File: config.mk
export PLATFORM = sky130hd
export DESIGN_NAME = varint_stream_decoder
export DESIGN_NICKNAME = d
export VERILOG_FILES = /design/src/rtl/core/vsd_pkg.sv /design/src/rtl/core/varint_stream_decoder.sv
export SDC_FILE = /design/constraint.sdc
export NUM_CORES = 1
export LEC_CHECK = 0
export BUFFER_PORTS_ARGS = -buffer_cell sky130_fd_sc_hd__buf_2
export CORE_AREA = 2 2 152 154
export DETAILED_ROUTE_END_ITERATION = 12
export DIE_AREA = 0 0 154 156
export SYNTH_ARGS = -nofsm -noshare
export SYNTH_HDL_FRONTEND = slang
export SYNTH_SLANG_ARGS = --single-unit
File: constraint.sdc
create_clock -name clk -period 5.7 [get_ports clk]
set_input_delay 0.855 -clock clk [delete_from_list [all_inputs] [get_ports clk]]
set_output_delay 0.855 -clock clk [all_outputs]
set_load 0.005 [all_outputs]
File: src/rtl/core/vsd_pkg.sv
// Shared constants and codes for the variable-length integer stream decoder.
// No dependencies; imported by varint_stream_decoder.
`timescale 1ns / 1ps

package vsd_pkg;

	// Default width of the decoded value (legal range 8 to 64).
	localparam int VALUE_BITS_DEF = 64;

	// Output payload layout.
	localparam int OUT_VALUE_W  = 64;
	localparam int OUT_COUNT_W  = 4;
	localparam int OUT_STATUS_W = 2;
	localparam int OUT_FIELDS_W = OUT_VALUE_W + OUT_COUNT_W;
	localparam int M_TDATA_W    = ((OUT_FIELDS_W + 7) / 8) * 8;
	localparam int M_PAD_W      = M_TDATA_W - OUT_FIELDS_W;

	// Input byte layout.
	localparam int IN_BYTE_W  = 8;
	localparam int CONT_BIT   = 7;
	localparam int LOW7_W     = 7;
	localparam int LOW6_W     = 6;
	localparam int SIGN_BIT   = 0;

	localparam logic [OUT_COUNT_W-1:0] COUNT_MAX = 4'd15;

	// Status codes.
	localparam logic [OUT_STATUS_W-1:0] STATUS_OK    = 2'd0;
	localparam logic [OUT_STATUS_W-1:0] STATUS_TRUNC = 2'd1;
	localparam logic [OUT_STATUS_W-1:0] STATUS_OVF   = 2'd2;

	// Value kinds carried on the input tuser.
	localparam logic KIND_UNSIGNED = 1'b0;
	localparam logic KIND_SIGNED   = 1'b1;

endpackage

File: src/rtl/core/varint_stream_decoder.sv
// Big-endian variable-length integer decoder, one encoded byte per item.
// Depends on vsd_pkg for layout constants and status/kind codes.
//
//  channel   dir  tdata                              tuser        tlast
//  s_axis    in   [7:0] data_byte                    kind         end_of_buffer
//  m_axis    out  [63:0] value, [67:64] byte_count   [1:0] status -
//
// Takes one byte per cycle unless the result side stalls; a result is offered
// once its final byte has passed the input register, then the result register.
// The decode between the two registers is a 7-bit or 6-bit shift, an OR-reduce
// of the bits shifted out and one negate of the VALUE_BITS accumulator.
// arst_n clears the valid flags and the decoder state (accumulator, overflow
// flag, byte counter). A stalled result holds in the result register while
// the input register can still take one more byte.
`timescale 1ns / 1ps

module varint_stream_decoder
	import vsd_pkg::*;
#(
	parameter int VALUE_BITS = VALUE_BITS_DEF
) (
	input  logic                 clk,
	input  logic                 arst_n,

	input  logic                 s_axis_tvalid,
	output logic                 s_axis_tready,
	input  logic [IN_BYTE_W-1:0] s_axis_tdata,   // [7:0] data_byte
	input  logic                 s_axis_tuser,   // [0] kind
	input  logic                 s_axis_tlast,   // end_of_buffer

	output logic                 m_axis_tvalid,
	input  logic                 m_axis_tready,
	output logic [M_TDATA_W-1:0] m_axis_tdata,   // [63:0] value, [67:64] byte_count, pad
	output logic [OUT_STATUS_W-1:0] m_axis_tuser // [1:0] status
);

	// Input register
	logic                 in_valid_s1;
	logic [IN_BYTE_W-1:0] in_byte_s1;
	logic                 in_kind_s1;
	logic                 in_eob_s1;

	// Decoder state
	logic [VALUE_BITS-1:0]  acc_q;
	logic                   ovf_q;
	logic [OUT_COUNT_W-1:0] cnt_q;

	// Result register
	logic                    out_valid_s2;
	logic [OUT_VALUE_W-1:0]  out_value_s2;
	logic [OUT_COUNT_W-1:0]  out_count_s2;
	logic [OUT_STATUS_W-1:0] out_status_s2;

	logic out_free;
	logic s1_fire;
	logic is_cont;
	logic emit;
	logic is_signed_final;
	logic [VALUE_BITS-1:0]   sh7;
	logic [VALUE_BITS-1:0]   sh6;
	logic [VALUE_BITS-1:0]   res_w;
	logic                    lost7;
	logic                    lost6;
	logic                    ovf_n;
	logic [OUT_COUNT_W-1:0]  cnt_n;
	logic [OUT_VALUE_W-1:0]  value_n;
	logic [OUT_STATUS_W-1:0] status_n;

	assign out_free      = !out_valid_s2 || m_axis_tready;
	assign s1_fire       = in_valid_s1 && out_free;
	assign s_axis_tready = !in_valid_s1 || out_free;

	always_comb begin
		is_cont         = in_byte_s1[CONT_BIT];
		emit            = !is_cont || in_eob_s1;
		is_signed_final = !is_cont && (in_kind_s1 == KIND_SIGNED);

		sh7   = {acc_q[VALUE_BITS-LOW7_W-1:0], in_byte_s1[LOW7_W-1:0]};
		sh6   = {acc_q[VALUE_BITS-LOW6_W-1:0], in_byte_s1[LOW6_W:1]};
		lost7 = |acc_q[VALUE_BITS-1 -: LOW7_W];
		lost6 = |acc_q[VALUE_BITS-1 -: LOW6_W];

		ovf_n = ovf_q | (is_signed_final ? lost6 : lost7);
		cnt_n = (cnt_q == COUNT_MAX) ? COUNT_MAX : cnt_q + 1'b1;

		// negate the magnitude when the sign bit is set
		res_w = (in_byte_s1[SIGN_BIT]) ? ({VALUE_BITS{1'b0}} - sh6) : sh6;

		if (is_cont) begin
			value_n  = '0;
			status_n = STATUS_TRUNC;
		end else begin
			if (is_signed_final) begin
				value_n = OUT_VALUE_W'($signed(res_w));
			end else begin
				value_n = OUT_VALUE_W'(sh7);
			end
			status_n = ovf_n ? STATUS_OVF : STATUS_OK;
		end
	end

	always_ff @(posedge clk or negedge arst_n) begin
		if (!arst_n) begin
			in_valid_s1 <= 1'b0;
		end else if (s_axis_tready) begin
			in_valid_s1 <= s_axis_tvalid;
		end
	end

	always_ff @(posedge clk) begin
		if (s_axis_tready && s_axis_tvalid) begin
			in_byte_s1 <= s_axis_tdata;
			in_kind_s1 <= s_axis_tuser;
			in_eob_s1  <= s_axis_tlast;
		end
	end

	always_ff @(posedge clk or negedge arst_n) begin
		if (!arst_n) begin
			acc_q <= '0;
			ovf_q <= 1'b0;
			cnt_q <= '0;
		end else if (s1_fire) begin
			if (emit) begin
				acc_q <= '0;
				ovf_q <= 1'b0;
				cnt_q <= '0;
			end else begin
				acc_q <= sh7;
				ovf_q <= ovf_n;
				cnt_q <= cnt_n;
			end
		end
	end

	always_ff @(posedge clk or negedge arst_n) begin
		if (!arst_n) begin
			out_valid_s2 <= 1'b0;
		end else if (out_free) begin
			out_valid_s2 <= in_valid_s1 && emit;
		end
	end

	always_ff @(posedge clk) begin
		if (s1_fire && emit) begin
			out_value_s2  <= value_n;
			out_count_s2  <= cnt_n;
			out_status_s2 <= status_n;
		end
	end

	assign m_axis_tvalid = out_valid_s2;
	assign m_axis_tdata  = {{M_PAD_W{1'b0}}, out_count_s2, out_value_s2};
	assign m_axis_tuser  = out_status_s2;

`ifndef ASSERT_OFF
	// A truncated value always reads as zero.
	a_trunc_zero: assert property (@(posedge clk) disable iff (!arst_n)
		(m_axis_tvalid && m_axis_tuser == STATUS_TRUNC) |-> (out_value_s2 == '0))
		else $error("truncated result carries nonzero value");

	// Every result used at least one byte.
	a_count_nonzero: assert property (@(posedge clk) disable iff (!arst_n)
		m_axis_tvalid |-> (out_count_s2 != '0))
		else $error("result with zero byte count");

	// Status is one of the three defined codes.
	a_status_code: assert property (@(posedge clk) disable iff (!arst_n)
		m_axis_tvalid |-> (m_axis_tuser == STATUS_OK || m_axis_tuser == STATUS_TRUNC ||
			m_axis_tuser == STATUS_OVF))
		else $error("undefined status code");

	// Decoder state is cleared after a value closes.
	a_state_clear: assert property (@(posedge clk) disable iff (!arst_n)
		(s1_fire && emit) |=> (acc_q == '0 && !ovf_q && cnt_q == '0))
		else $error("decoder state not cleared after result");

	// A closing byte in the input register lands in the result register.
	a_emit_lands: assert property (@(posedge clk) disable iff (!arst_n)
		(s1_fire && emit) |=> out_valid_s2)
		else $error("closing item did not produce a result");

	// Input stalls only when the input register holds an item.
	a_ready_stall: assert property (@(posedge clk) disable iff (!arst_n)
		!s_axis_tready |-> (in_valid_s1 && out_valid_s2))
		else $error("input stalled without a held item");
`endif

endmodule

# == Word level (Yosys, flattened, before mapping) ==
# Cells that the tools add are included.
# word_totals
output_inout_bits,76
ff_bits,151
word_cells,36
# op_classes
n_reduce_logical,13
muxes,8
n_addsub,2
n_eq_ne,1
bitwise_logic,1
# op_table
cell,count
2-to-1 mux 64 bit,3
subtractor 1 x 64 -> 64 bit (first input constant),1
2-to-1 mux 4 bit,2
OR reduction 7 bit,1
OR reduction 6 bit,1
logical AND 1 bit,5
adder 4 x 1 -> 4 bit (second input constant),1
== test 4 bit (second input constant),1
logical NOT 1 bit,3
logical OR 1 bit,3
2-to-1 mux 1 bit,2
2-to-1 mux 2 bit,1
bitwise OR 1 bit,1

# == Logic depth before layout (Yosys ltp) ==
# Gate-level depths: netlist (run 1).
# logic_depth
word_depth,5
ltp_mapped,9
ltp_nobuf,8

# == Worst setup path after synthesis (run 1) ==
# OpenSTA, ideal clock, no wires.
# synth_timing
kind,input to register
start,input m_axis_tready
end,register out_status_s2[0] (netlist: m_axis_tuser[0]) (enable)
arrival_time_ns,4.297
setup_time_ns,0.498
stages,4
path_slack_ns,0.905
path_cell_list,nand2b_1 > nand2_1 > clkbuf_1 > nor2_1
# synth_via
elab_chain_len,3
# synth_lines
element,line_no,source
start: declaration,varint_stream_decoder.sv:32,"input logic m_axis_tready,"
logical OR 1 bit,varint_stream_decoder.sv:69,assign out_free = !out_valid_s2 || m_axis_tready;
logical AND 1 bit,varint_stream_decoder.sv:70,assign s1_fire = in_valid_s1 && out_free;
logical AND 1 bit,varint_stream_decoder.sv:145,if (s1_fire && emit) begin
end signal: assignment,varint_stream_decoder.sv:148,out_status_s2 <= status_n;
end: declaration,varint_stream_decoder.sv:52,logic [OUT_STATUS_W-1:0] out_status_s2;
# No other way between the ends.
# A chain may end at the register's enable or synchronous reset.

# == Final worst setup path (run 1) ==
# layout_timing
start,register in_byte_s1[6]
end,register out_value_s2[53] (data pin)
# layout_via
elab_chain_len,3
# layout_lines
element,line_no,source
start: declaration,varint_stream_decoder.sv:39,logic [IN_BYTE_W-1:0] in_byte_s1;
start signal: assignment,varint_stream_decoder.sv:112,in_byte_s1 <= s_axis_tdata;
subtractor 1 x 64 -> 64 bit,varint_stream_decoder.sv:87,res_w = (in_byte_s1[SIGN_BIT]) ? ({VALUE_BITS{1'b0}} - sh6) : sh6;
2-to-1 mux 64 bit,varint_stream_decoder.sv:87,
2-to-1 mux 64 bit,varint_stream_decoder.sv:93,if (is_signed_final) begin
end signal: assignment,varint_stream_decoder.sv:146,out_value_s2 <= value_n;
end: declaration,varint_stream_decoder.sv:50,logic [OUT_VALUE_W-1:0] out_value_s2;
# No other way between the ends.

==> results by group, run 1 <==
Floorplan
  • Die Ht: approximately 160 microns
  • Die ar.: 24000 sq um
  • Row cnt: 55
  • Core area: 22400 sq um
  • Ports: 90
  • Initial Utilization: 34.6%
  • DIE WIDTH: 154 microns

Global routing
  • Total grt overflow: 0
  • Vias in the first global route: 5589
  • Pin count of the biggest net entering global routing: 100
  • Antenna violations before repair: 0
  • First-pass GRT wire length: about 33000 microns
  • GRT Total Usage: 17.3%

CTS
  • H-tree levels: 4
  • Hold-fix buffers at CTS: 0
  • Clock buffer depth: 2
  • Clk sinks: 151
  • Worst skew pair latency: 0.43 ns
  • Inserted Clock Buffers: 17
  • Reg clk slew, reported paths: 0.06 ns
  • Cts repair resizes: 0
  • Setup bufs post-CTS: 0
  • CTS tree: yes
  • Root Driver: clkbuf_16

STA
  • Final hold vios: 0
  • Setup WS post-layout: 2.33 ns
  • Post-Route Skew: 0.00955 ns
  • Max_slew headroom: 34.3%
  • Setup TNS: 0 ns
  • Least-Margin Pin Slew: between 0.9 and 1 ns
  • Min cycle time layout: 3.37 ns
  • Final Max Tran Viols: 0
  • Fmax: 0.297 GHz
  • Final setup violation count: 0
  • RSZ-0062 raised after global routing: no
  • Fin crit share: 59.1%

Worst hold path
  • Hold Path Origin: ovf_q
  • Min-Delay Endpoint: ovf_q
  • Hold Crit Depth: 2
  • HP Class: flip-flop to flip-flop

Synthesis
  • Post-synth cell types: 71
  • Avg Synthesized Cell Area: approximately 11 sq um
  • Largest family of logic cells by synthesized area: compound AO/OA/AOI/OAI gates
  • Seq cells post-synth: 151
  • Multiplexer area fraction after synthesis: 0.922%
  • Synth Instances: 707
  • Post-synthesis compound-gate area fraction: 19.1%
  • Synth Area in XOR/XNOR: under 10%
  • Main synth FF type: edfxtp_1
  • Post-synth ARST share: 47.0%
  • Synthesis warning total: 0
  • Post-Synth Simple-Gate Area: 16.2%
  • Sequential-to-total area share from yosys stat: 54.0%
  • Number of flops mapped to enable cells by yosys: 80
  • Syn Std Cell Area: approximately 7700 sq um
  • Synth Area in Adders: 0.323%

Job
  • Max_cap viols: 0

Place
  • IO Port Bufs: 85
  • Post-place setup slack: between 2 and 2.5 ns
  • Post-DP HPWL: between 10000 and 15000 microns
  • Routability cong.: 0.801

Final layout
  • Area of the multi-input gates: about 3200 sq um
  • FF+latch area: 4180 sq um
  • Layout cells sized above 1: 18.3%
  • Area Growth Syn to Fin: 13.7%
  • N_diodes: 0
  • Final #Nets: 766
  • Fill cell count: approximately 2200
  • Most common cell after layout, fill and taps aside: buf_2
  • Most frequent cells in the layout: 85 x buf_2, 80 x edfxtp_1, 71 x dfrtp_1

Pwr
  • Logic gate share of total power: 11.9%
  • Switching share of power: a little over a quarter
  • Sequential share of power: 47.0%
  • Power share of the clock group: 41.1%
  • PD cells: 308 nW/um^2
  • Leakage power: 0.00373 uW
  • P_int: 2000 uW
  • Switching pwr: around 700 uW
  • VDD IR max: 0.000226 V

Setup path
  • WS Path Type: flip-flop to flip-flop
  • Req. time, crit path: 5.94 ns
  • Critical R2R Launch: in_byte_s1[6]
  • R2r setup slk: 2.33 ns
  • R2R depth: 6
  • Startpoint types: flip-flop
  • Worst R2R End: out_value_s2[53]
  • Critical path arrival: 3.61 ns
  • Worst setup EP type: flip-flop
  • Max FO, Critical Path: 14

Detailed routing
  • Antenna Nets Post-Route: 0
  • WL final: 20300 microns
  • Wire per inst: 19.4 microns
  • DR vias: between 5000 and 6000
  • Via-to-Cell Ratio: about 5.6
  • DRC: 0
  • Router iterations before antenna repair: 5
  • Initial drt markers: 657

Outcome
  • Status: completed
## sequential cells by signal, indices dropped and copies added (netlist names)
signal,cells
cnt_q,4
acc_q,64
ovf_q,1
in_kind_s1,1
out_value_s2,64
in_byte_s1,8
out_count_s2,4
m_axis_tvalid,1
in_valid_s1,1
in_eob_s1,1
m_axis_tuser,2
## critical path, cell delays in order (launching register included)
cell	delay (ns)
edfxtp_1	0.50
or4_1	0.60
nor4_2	0.50
nand4_1	0.63
o41ai_1	0.55
xor2_1	0.11
a211oi_1	0.29
## power by group through the flow
| stage | registers (uW) | logic (uW) | clock network [uW] |
|---|---|---|---|
| 6_report | 1280 | 322 | 1120 |
| 5_1_grt | 1280 | 359 | 1180 |
| 4_1_cts | 1280 | 325 | 1130 |
| 3_5_place_dp | 1300 | 324 | 0 |
| 3_3_place_gp | 1300 | 322 | 0 |
| 2_1_floorplan | 1290 | 204 | 0 |
## layout make-up
class | count | share of cell area (%)
clock buffers | 20 | 5.08
clock inverters | 12 | 1.45
inverters | 6 | 0.256
multi-input cells | 482 | 36.2
flip-flops and latches | 151 | 47.5
well taps | 285 | 4.05
repair buffers | 92 | 5.43
## cell families after synthesis
logic type	after synthesis
AND/OR/NAND/NOR	235
AO/OA/AOI/OAI	196
flip-flops	151
buffers and inverters	77
XOR/XNOR	38
multiplexers	7
adder cells (fa/ha/maj)	2
other	1
## worst max path at each step
stage | from | end | slack [ns] | depth (start not counted)
5_1_grt | acc_q[12] | out_value_s2[53] | 2.06 | 6
2_1_floorplan | m_axis_tready | m_axis_tuser[0] | 0.90 | 4
3_5_place_dp | m_axis_tready | out_value_s2[46] | 2.30 | 6
3_3_place_gp | m_axis_tready | out_value_s2[1] | 2.37 | 6
4_1_cts | in_byte_s1[6] | out_value_s2[53] | 2.33 | 6
6_report | in_byte_s1[6] | out_value_s2[53] | 2.33 | 6
## stage by stage
stage | util, % | instance area [sq um] | power, uW | std cells | hold slack, ns
after global routing | 39.3 | 8800 | 2820 | 1048 | 0.529
after detailed placement | 36.8 | 8220 | 1620 | 1016 | 0.493
final | 39.3 | 8800 | 2710 | 1048 | 0.511
after global placement | 36.8 | 8220 | 1620 | 1016 | 0.473
after floorplan | - | 7750 | 1500 | 710 | 0.451
after CTS | 39.3 | 8800 | 2730 | 1048 | 0.511
## synthesized netlist by cell type (all sizes together), types with 12 or more instances
cell,number,area [sq um]
o21ai,41,205
nor3,14,75.1
a22o,63,554
edfxtp,80,2400
xor2,36,315
a211oi,28,210
nor2,71,267
nand2,38,143
dfrtp,71,1780
or3,14,87.6
nand3,12,60.1
clkbuf,54,244
nand3b,13,97.6
nor4,20,146
nand2b,14,87.6
buf,15,103
## layer usage
layer  GRT usage, %  wire length, microns
met1           24.7                  9360
met2           26.6                  9550
met3           3.67                  1040
met4           4.90                   352
met5              0                     0
Power figures use the tool's default switching activity.
==> run 2: changes to the inputs <==
==> constraint.sdc (replaced) <==
create_clock -name clk -period 2.8 [get_ports clk]
set_input_delay 0.42 -clock clk [delete_from_list [all_inputs] [get_ports clk]]
set_output_delay 0.42 -clock clk [all_outputs]
set_load 0.005 [all_outputs]
==> results by group, run 2 (synthesis gave the netlist of run 1 again) <==
Outcome
  • Status: completed (unchanged)

CTS
  • CTS tree: yes (unchanged)
  • Clk sinks: 151 (unchanged)
  • H-tree levels: 4 (unchanged)
  • Worst skew pair latency: 0.44 ns (was 0.43 ns)
  • Inserted Clock Buffers: 17 (unchanged)
  • Clock buffer depth: 2 (unchanged)
  • Reg clk slew, reported paths: 0.06 ns (about the same)
  • Root Driver: clkbuf_16 (unchanged)

STA
  • Least-Margin Pin Slew: 0.837 ns (was 0.985 ns)
  • Hold slack: 0.00142 ns (was 0.511 ns)
  • Min cycle time layout: 2.79 ns (was 3.37 ns)
  • Final hold vios: 0 (unchanged)
  • Fin crit share: 99.8% (was 59.1%)
  • Final setup violation count: 0 (unchanged)
  • Post-Route Skew: 0.0149 ns (was 0.00955 ns)
  • Final Max Tran Viols: 0 (unchanged)
  • RSZ-0062 raised after global routing: yes (was no)
  • Setup TNS: 0 ns (unchanged)
  • Fmax: 0.358 GHz (was 0.297 GHz)
  • Max_slew headroom: 44.0% (was 34.3%)

Global routing
  • Vias in the first global route: 5850 (was 5589)
  • First-pass GRT wire length: 33700 microns (was 32800 microns)
  • Antenna violations before repair: 0 (unchanged)
  • Pin count of the biggest net entering global routing: 72 (was 100)
  • Total grt overflow: 0 (unchanged)
  • GRT Total Usage: 17.8% (was 17.3%)

Setup path
  • WS Path Type: flip-flop to flip-flop (unchanged)
  • Startpoint types: flip-flop (unchanged)
  • Critical R2R Launch: acc_q[37] (was in_byte_s1[6])
  • Worst setup EP type: flip-flop (unchanged)
  • Crit-path cells: or4_4 > or4b_4 > buf_4 > or4_1 > o21ai_2 > xor2_1 > a211oi_1 (was or4_1 > nor4_2 > nand4_1 > o41ai_1 > xor2_1 > a211oi_1)
  • Slowest stage delay, CP: 0.54 ns (was 0.63 ns)
  • Req. time, crit path: 2.95 ns (was 5.94 ns)
  • Crit path max-delay family: simple AND/OR/NAND/NOR gates (unchanged)
  • CP max stage cell: or4b_4 (was nand4_1)
  • Critical path launch point: acc_q[37] (was in_byte_s1[6])
  • Max FO, Critical Path: 10 (was 14)
  • Critical path arrival: 2.94 ns (was 3.61 ns)
  • WP buf/inv: 1 (was 0)

Place
  • Routability cong.: 0.809 (was 0.801)
  • IO Port Bufs: 85 (unchanged)
  • Post-DP HPWL: 13800 microns (was 12700 microns)
  • Area of placed instances: 8820 sq um (was 8220 sq um)

Final layout
  • Layout cells sized above 1: 27.3% (was 18.3%)
  • Biggest regs: acc_q: 64 flops, out_value_s2: 64 flops, in_byte_s1: 8 flops (unchanged)
  • Area of the multi-input gates: 3270 sq um (was 3190 sq um)
  • Most frequent cells in the layout: 85 x buf_2, 85 x buf_4, 80 x edfxtp_1 (was 85 x buf_2, 80 x edfxtp_1, 71 x dfrtp_1)
  • Fill cell count: 2118 (was 2164)
  • Design area: 9550 sq um (was 8800 sq um)
  • N_diodes: 0 (unchanged)
  • Final #Nets: 845 (was 766)
  • FF+latch area: 4180 sq um (unchanged)
  • Area Growth Syn to Fin: 23.4% (was 13.7%)

Detailed routing
  • DRC: 0 (unchanged)
  • DR vias: 6311 (was 5889)
  • Via-to-Cell Ratio: 5.60 (was 5.62)
  • Initial drt markers: 571 (was 657)
  • Wire per inst: 18.9 microns (was 19.4 microns)
  • WL final: 21300 microns (was 20300 microns)
  • Antenna Nets Post-Route: 0 (unchanged)
  • Router iterations before antenna repair: 5 (unchanged)

Job
  • Max_cap viols: 0 (unchanged)

Floorplan
  • Die ar.: 24000 sq um (unchanged)
  • Initial Utilization: 34.6% (unchanged)
  • Row cnt: 55 (unchanged)
  • Core area: 22400 sq um (unchanged)
  • DIE WIDTH: 154 microns (unchanged)
  • Die Ht: 156 microns (unchanged)
  • Ports: 90 (unchanged)

Pwr
  • PD cells: 614 nW/um^2 (was 308 nW/um^2)
  • VDD IR max: 0.000380 V (was 0.000226 V)
  • Leakage power: 0.00419 uW (was 0.00373 uW)

Worst hold path
  • HP Class: input port to asynchronous set/reset pin (was flip-flop to flip-flop)
[run 2: cell types whose count changed in the layout (fill, tap and decap cells not counted), moves of 3 or more]
| cell | change |
|---|---|
| o41ai_1 | -3 |
| buf_4 | +78 |
| o41ai_2 | +3 |
| o21ai_0 | -3 |
| bufinv_16 | +3 |
[run 2: what timing repair did]
item,in CTS,in global routing
pin swaps,1,2
gates resized for setup,1,17
setup buffers,0,1
setup endpoints to repair,2,13
hold buffers,0,0
[run 2: worst paths after layout]
path | to | slack (ns) | cells past startpoint
hold / removal | acc_q[2] | 0.001 | 2
min in group clk | in_byte_s1[0] | 0.16 | 1
setup / recovery | out_value_s2[54] | 0.007 | 7
max in group asynchronous | acc_q[54] | 2.46 | 2
hold reg to reg | ovf_q | 0.48 | 2
setup reg to reg | out_value_s2[54] | 0.007 | 7
[run 2: layout make-up]
type	count	share of cell area, %
Inverter	6	0.236
Tap cell	285	3.73
Clock inverter	11	2.04
Sequential cell	151	43.8
Clock buffer	21	4.61
Multi-Input combinational cell	482	34.3
Timing Repair Buffer	171	11.3
[run 2: layer usage]
layer | vias up | share of wire [%] | global-route usage [%]
met4 | 0 | 1.6 | 5.25
met5 | - | 0 | 0
met3 | 28 | 5.6 | 2.89
li1 | 2930 | - | -
met2 | 221 | 47 | 28.2
met1 | 3132 | 46 | 25.2
[run 2: worst register-to-register path, stage by stage (launching register included)]
cell      delay (ns)
dfrtp_1         0.38
or4_4           0.53
or4b_4          0.54
buf_4           0.20
or4_1           0.49
o21ai_2         0.14
xor2_1          0.16
a211oi_1        0.09
[run 2: report_power, final]
| part | switching (uW) | total [uW] | internal (uW) |
|---|---|---|---|
| combinational | 491 | 770 | 279 |
| sequential | 57.7 | 2570 | 2510 |
| clock | 938 | 2530 | 1590 |
[run 2: stage by stage]
step	power (uW)	utilization, %	instances	setup WS, ns
after floorplan	3040	-	710	0.0806
after global placement	3360	39.4	1094	0.000962
after detailed placement	3370	39.4	1094	-0.0182
after CTS	5900	42.3	1126	-0.0157
after global routing	6090	42.7	1127	-0.0730
final	5860	42.7	1127	0.00661
